## config.mk

```make
export PLATFORM = sky130hd
export DESIGN_NAME = pls_cell
export DESIGN_NICKNAME = d
export VERILOG_FILES = /design/src/rtl/core/pls_pkg.sv /design/src/rtl/core/pls_cell.sv
export SDC_FILE = /design/constraint.sdc
export NUM_CORES = 1
export LEC_CHECK = 0
export BUFFER_PORTS_ARGS = -buffer_cell sky130_fd_sc_hd__buf_2
export CORE_AREA = 2 2 103 105
export DETAILED_ROUTE_END_ITERATION = 7
export DIE_AREA = 0 0 105 107
export PLACE_DENSITY = 0.75
export SLEW_MARGIN = 10
export SYNTH_ARGS = -nofsm -noshare
export SYNTH_HDL_FRONTEND = slang
export SYNTH_SLANG_ARGS = --single-unit
```

## constraint.sdc

```tcl
create_clock -name clk -period 1.06 [get_ports clk]
set_input_delay 0.106 -clock clk [delete_from_list [all_inputs] [get_ports clk]]
set_output_delay 0.106 -clock clk [all_outputs]
set_load 0.02 [all_outputs]
```

## src/rtl/core/pls_pkg.sv

```systemverilog
// Shared types and constants for the positional list store.
`default_nettype none

package pls_pkg;

	localparam int CapacityDef  = 32;
	localparam int DataWidthDef = 32;

	typedef enum logic [2:0] {
		FN_APPEND      = 3'd0,
		FN_INSERT_AT   = 3'd1,
		FN_READ_AT     = 3'd2,
		FN_READ_LAST   = 3'd3,
		FN_REMOVE_AT   = 3'd4,
		FN_REMOVE_LAST = 3'd5,
		FN_SEARCH      = 3'd6
	} func_t;

	typedef enum logic [1:0] {
		ST_OK    = 2'd0,
		ST_RANGE = 2'd1,
		ST_FULL  = 2'd2,
		ST_MISS  = 2'd3
	} status_t;

	typedef struct packed {
		func_t       func;
		logic [31:0] value;
		logic [4:0]  position;
	} req_t;

	typedef struct packed {
		status_t     status;
		logic [31:0] data_out;
		logic [4:0]  found_index;
		logic [5:0]  entry_count;
	} rsp_t;

	// broadcast to every cell on an accepted request
	typedef struct packed {
		logic ins;         // open a gap at tgt and drop the value in
		logic rem;         // close up over tgt
		logic hit_at;      // cell at tgt is the one read
		logic hit_search;  // cells below lim compare against the value
	} cell_ctl_t;

endpackage

`default_nettype wire

```

## src/rtl/core/pls_cell.sv

```systemverilog
// One entry of the list: storage, shift, match flag and result token stage.
`default_nettype none

module pls_cell import pls_pkg::*; #(
	parameter int DATA_WIDTH = DataWidthDef,
	parameter int CMPW       = 6,
	parameter int IDXW       = 5,
	parameter int INDEX      = 0
) (
	input  wire logic                  clk,
	input  wire logic                  arst_n,
	input  wire logic                  load,
	input  wire cell_ctl_t             ctl,
	input  wire logic [CMPW-1:0]       tgt,
	input  wire logic [CMPW-1:0]       lim,
	input  wire logic [DATA_WIDTH-1:0] val,
	input  wire logic [DATA_WIDTH-1:0] left_data,
	input  wire logic [DATA_WIDTH-1:0] right_data,
	output logic      [DATA_WIDTH-1:0] entry,
	input  wire logic                  tok_in_found,
	input  wire logic [DATA_WIDTH-1:0] tok_in_data,
	input  wire logic [IDXW-1:0]       tok_in_idx,
	output logic                       tok_found,
	output logic      [DATA_WIDTH-1:0] tok_data,
	output logic      [IDXW-1:0]       tok_idx
);

	localparam logic [CMPW-1:0] MyPos = CMPW'(INDEX);
	localparam logic [IDXW-1:0] MyIdx = IDXW'(INDEX);

	logic [DATA_WIDTH-1:0] entry_q;
	logic [DATA_WIDTH-1:0] cap_q;
	logic                  hit_q;
	logic                  hit_d;
	logic                  tok_found_q;
	logic [DATA_WIDTH-1:0] tok_data_q;
	logic [IDXW-1:0]       tok_idx_q;

	assign entry = entry_q;

	always_comb begin
		hit_d = (ctl.hit_at && MyPos == tgt)
			|| (ctl.hit_search && MyPos < lim && entry_q == val);
	end

	always_ff @(posedge clk) begin
		if (load) begin
			cap_q <= entry_q;
			if (ctl.ins) begin
				if (MyPos > tgt)
					entry_q <= left_data;
				else if (MyPos == tgt)
					entry_q <= val;
			end else if (ctl.rem && MyPos >= tgt) begin
				entry_q <= right_data;
			end
		end
	end

	always_ff @(posedge clk or negedge arst_n) begin
		if (!arst_n) begin
			hit_q       <= 1'b0;
			tok_found_q <= 1'b0;
		end else if (load) begin
			hit_q       <= hit_d;
			tok_found_q <= 1'b0;
		end else if (tok_in_found) begin
			tok_found_q <= 1'b1;
		end else begin
			tok_found_q <= hit_q;
		end
	end

	// token: lower cells win, so the first match survives to the end of the row
	always_ff @(posedge clk) begin
		if (load) begin
			tok_data_q <= '0;
			tok_idx_q  <= '0;
		end else if (tok_in_found) begin
			tok_data_q <= tok_in_data;
			tok_idx_q  <= tok_in_idx;
		end else if (hit_q) begin
			tok_data_q <= cap_q;
			tok_idx_q  <= MyIdx;
		end else begin
			tok_data_q <= '0;
			tok_idx_q  <= '0;
		end
	end

	assign tok_found = tok_found_q;
	assign tok_data  = tok_data_q;
	assign tok_idx   = tok_idx_q;

endmodule

`default_nettype wire

```

# Yosys cells after proc, flatten, opt, wreduce, memory -nomap -nowiden
# Index checks and enable logic that the tools add are counted.
# op_classes
n_reduce_logical	9
n_eq_ne	2
n_mux	8
bitwise	1
order_cmp	3
# op_table
op	n
two-way mux 32 bit	6
equality test 32 bit	1
>= comparator 1 x 6 -> 1 bit (first input constant)	1
greater-than comparator 1 x 6 -> 1 bit (first input constant)	1
logical NOT 6 bit	1
< comparator 1 x 6 -> 1 bit (first input constant)	1
logical AND 1 bit	4
!= test 3 x 1 -> 1 bit (second input constant)	1
AND reduction 3 bit	1
two-way mux 1 bit	2
nonzero test 2 bit	1
OR reduction 2 bit	1
logical OR 1 bit	1
inverter 1 bit	1
# totals
out_inout_bits	70
input_bits	153
elab_cells	29
regBits	103

# Longest topological paths before layout
# depth
word_depth	4
ltp_mapped	5
depth_no_buf	5

# Worst setup path before layout
# Ideal clock, no wire load.
# synth_timing
path_kind	input -> register
startpoint	input tgt[2]
endpoint	register entry_q[0] (netlist: entry[0]) (enable)
t_required_ps	669
path_stages	3
arrival_time_ps	1639
setup_ps	391
path_slack_ps	-970
n_path_buf	0
path_cell_list	or4b_1 nor4_2 o21a_1
# synth_via
elab_chain_len	4
elab_cells_between_ends	7
cone_classes	2 x order compare; 1 x eq/ne; 4 x reduce/logical
# synth_rtl
element	line_no	source
from (decl)	pls_cell.sv:14	input wire logic [CMPW-1:0] tgt,
>= comparator 1 x 6 -> 1 bit	pls_cell.sv:54	end else if (ctl.rem && MyPos >= tgt) begin
logical AND 1 bit	pls_cell.sv:54	
nonzero test 2 bit (no line)	-	
AND reduction 3 bit (no line) *	-	
to (signal assigned)	pls_cell.sv:51	entry_q <= left_data;
to (signal assigned)	pls_cell.sv:53	entry_q <= val;
to (signal assigned)	pls_cell.sv:55	entry_q <= right_data;
to (decl)	pls_cell.sv:31	logic [DATA_WIDTH-1:0] entry_q;
# Every way passes the cells marked *; elsewhere a longest branch is shown, timed or not.
# A chain may end at the register's enable or synchronous reset.

# Worst setup path after layout
# layout_timing
startpoint	register entry_q[13] (netlist: entry[13])
endpoint	register hit_q
# layout_via
elab_chain_len	3
# layout_rtl
element	line_no	source
equality test 32 bit	pls_cell.sv:43	|| (ctl.hit_search && MyPos < lim && entry_q == val);
logical AND 1 bit	pls_cell.sv:43	
logical OR 1 bit	pls_cell.sv:43	
to (signal assigned)	pls_cell.sv:65	hit_q <= hit_d;
to (decl)	pls_cell.sv:33	logic hit_q;
# Every way passes these cells.

==> flow_summary_export.csv <==
group,metric,value,unit
worst_setup_path,r2r-start,"entry[13]",
synth,avgSynthCellArea,16.2,um^2
synth,netlist_area,3860,um^2
synth,yosysWarnings,0,
synth,syn_inst,239,
synth,ys_ff_latch,103,
synth,yosysTopAreaCellShare,0.497,
sta,slew-limit-headroom,0.683,
clock_tree,ctsHtreeMaxLevel,3,
drt,wl_met1,4550,um
synth,async_flop_share,0.0194,
final_layout,num_antenna_cells,0,
grt,antenna_found_initial,0,
power,peakVddDrop,663,uV
power,p_leak,2.83,nW
grt,grt_max_degree,36,
clock_tree,cts_tree,"built",
worst_setup_path,start_kind,"flop",
synth,synth-xor-area-share,0.0725,
final_layout,syn2layout_area_growth,69.4,%
synth,yosys-top-cells-area,"edfxtp_1, dfxtp_1, mux2_2",
sta,setup_viol,65,
synth,ys_seq_area_frac,0.702,
drt,wirelength,11900,um
sta,worst_pin_slew,471,ps
job,maxCapViolCount,0,
worst_setup_path,crit_arrival,1670,ps
synth,yosys.area_share.simple,0.0431,
hold_path,hp-class,"in -> reg",
synth,synth_common_cells,"edfxtp_1, dfxtp_1, a22o_1, mux2_2, xnor2_1",
worst_setup_path,required,1360,ps
sta,finalSetupTns,-11150,ps
drt,vias,3162,
status,failed_checks,"negative setup slack",
place,placed_area,5320,um^2
worst_setup_path,r2r_end,"hit_q",
worst_setup_path,path_depth,5,
worst_setup_path,crit_end,"hit_q",
place,port_buffers,190,
clock_tree,path_clk_slew,90,ps
worst_setup_path,critPathMaxStageDelay,430,ps
drt,drt_pass1_iterations,4,
worst_setup_path,reg2regPathDepth,5,
sta,finalHoldViolCount,0,
synth,synthFlopType,"edfxtp_1",
synth,synthesis.nets,392,
synth,synth_most_common_cell,"edfxtp_1",
floorplan,num_rows,37,
final_layout,num-nets-final,682,
drt,antenna_left,0,
worst_setup_path,rrSetupSlack,-310,ps
place,place_congestion,0.737,
drt,avgRoutedWirePerCell,17.7,um
drt,vias_per_cell,4.72,
clock_tree,cts.sinks,103,
worst_setup_path,path_class,"reg -> reg",
floorplan,io_pins,223,
final_layout,layout-drive-gt1-share,0.573,
floorplan,die_area,11200,um^2
clock_tree,numCtsBuffers,9,
drt,drc,0,
synth,synth.distinct_cells,22,
floorplan,die_h,107,um
drt,dr_wl_met2,6130,um
floorplan,coreArea,10100,um^2
place,place_inst,595,
grt,first_global_vias,3439,
synth,yosysTopAreaCell,"edfxtp_1",
power,power,7.75,mW
worst_setup_path,crit_chain,"xnor2_1 -> nand4_1 -> nor4_2 -> nand4_1 -> nand3_1",
worst_setup_path,cp-startpoint,"entry[13]",
grt,grt_pass1_wl,17300,um
worst_setup_path,crit_family,"simple AND/OR/NAND/NOR gates",
sta,fin_ws,-312,ps
grt,grtUsageTotal,0.207,
worst_setup_path,cp_slowest_cell,"edfxtp_1",
sta,min_period,1370,ps
synth,synth-compound-area-share,0.0758,
drt,wl_met3,769,um
worst_setup_path,critPathBufInv,0,
status,status,"finished with violations",
sta,period_share,1.29,
sta,rsz0062_at_grt,"true",
floorplan,initial_core_util,0.383,
synth,synth_edf_count,64,
drt,routed.top_layer,"met4",
worst_setup_path,worst-path-max-fanout,2,
drt,first_iter_violations,106,
clock_tree,clockRootBuffer,"clkbuf_8",
synth,synth_top_family_by_area,"multiplexers",
synth,synthAdderAreaFrac,0,
synth,synth_mux_area_frac,0.0932,
sta,slew_violations,0,
floorplan,die_w,105,um
worst_setup_path,timing.critical_path.mode_cell,"nand4_1",
sta,fmax,0.729,GHz
grt,gr-total-overflow,0,
power,power.density,1180,nW/um^2
place,dpl.hpwl,7700,um
clock_tree,clk_latency,360,ps
final_layout,fin_cells,670,
final_layout,fin_area,6550,um^2
sta,finClkSkew,6.39,ps
clock_tree,clock_path_buffers,2,
worst_setup_path,worst_setup_path_end_kind,"flop",
-- cells in the final DEF (no fill, tap or decap), drive strengths merged, types with 2 or more instances in the layout --
master	instances
dfrtp	2
dlygate4sd3	39
nor4	4
nor2	2
and2	5
buf	249
a22o	32
edfxtp	64
clkbuf	14
mux2	32
nand3	3
nand4	7
dfxtp	37
xor2	4
nand2b	2
xnor2	28
clkinv	3
-- registers in the layout, summed over array words and instances (netlist names) --
register	cells
tok_idx	5
cap_q	32
hit_q	1
tok_data	32
tok_found	1
entry	32
-- what timing repair did --
action | CTS | global route
pin swaps | 6 | 4
gates resized for setup | 100 | 20
hold buffers | 39 | 0
hold endpoints to repair | 40 | 0
setup buffers | 9 | 18
cloned | 3 | 3
setup endpoints to repair | 91 | 94
-- through the flow --
step	worst slack (ps)	util	hold WS [ps]
after CTS	-274	0.635	21.7
final	-312	0.649	38.6
after global routing	-452	0.649	27.3
after detailed placement	-627	0.527	-102
after global placement	-610	0.527	-103
after floorplan	-507	-	-190
-- worst min-delay path by stage --
stage / startpoint / end / depth (start not counted)
global route: right_data[20] / entry[20] / 2
CTS: right_data[22] / entry[22] / 2
floorplan: arst_n / hit_q / 0
detailed placement: arst_n / tok_found / 1
global placement: arst_n / tok_found / 1
finish: right_data[22] / entry[22] / 2
-- where the power goes --
part / switching, mW / internal, mW
Combinational: 0.408 / 0.533
Sequential: 0.0309 / 4.35
Clock: 1.28 / 1.15
-- kinds of logic (layout without fill, tap and decap cells) --
| logic type | after synthesis | after routing |
|---|---|---|
| flip-flops | 103 | 103 |
| AO/OA/AOI/OAI | 34 | 34 |
| XOR/XNOR | 32 | 32 |
| multiplexers | 32 | 32 |
| AND/OR/NAND/NOR | 27 | 27 |
| buffers and inverters | 11 | 306 |
-- final cells by class --
class	instances	area (um^2)
Fill cell	776	3540
Sequential cell	103	2710
Timing Repair Buffer	290	2310
Multi-Input combinational cell	125	1160
Tap cell	136	170
Clock buffer	12	145
Clock inverter	4	45.0
-- metal layers --
metal / global-route usage / vias to the layer above
li1: - / 1491
met1: 0.220 / 1497
met2: 0.377 / 144
met3: 0.0553 / 30
met4: 0.103 / 0
met5: 0 / -
(Power assumes the default switching activity.)
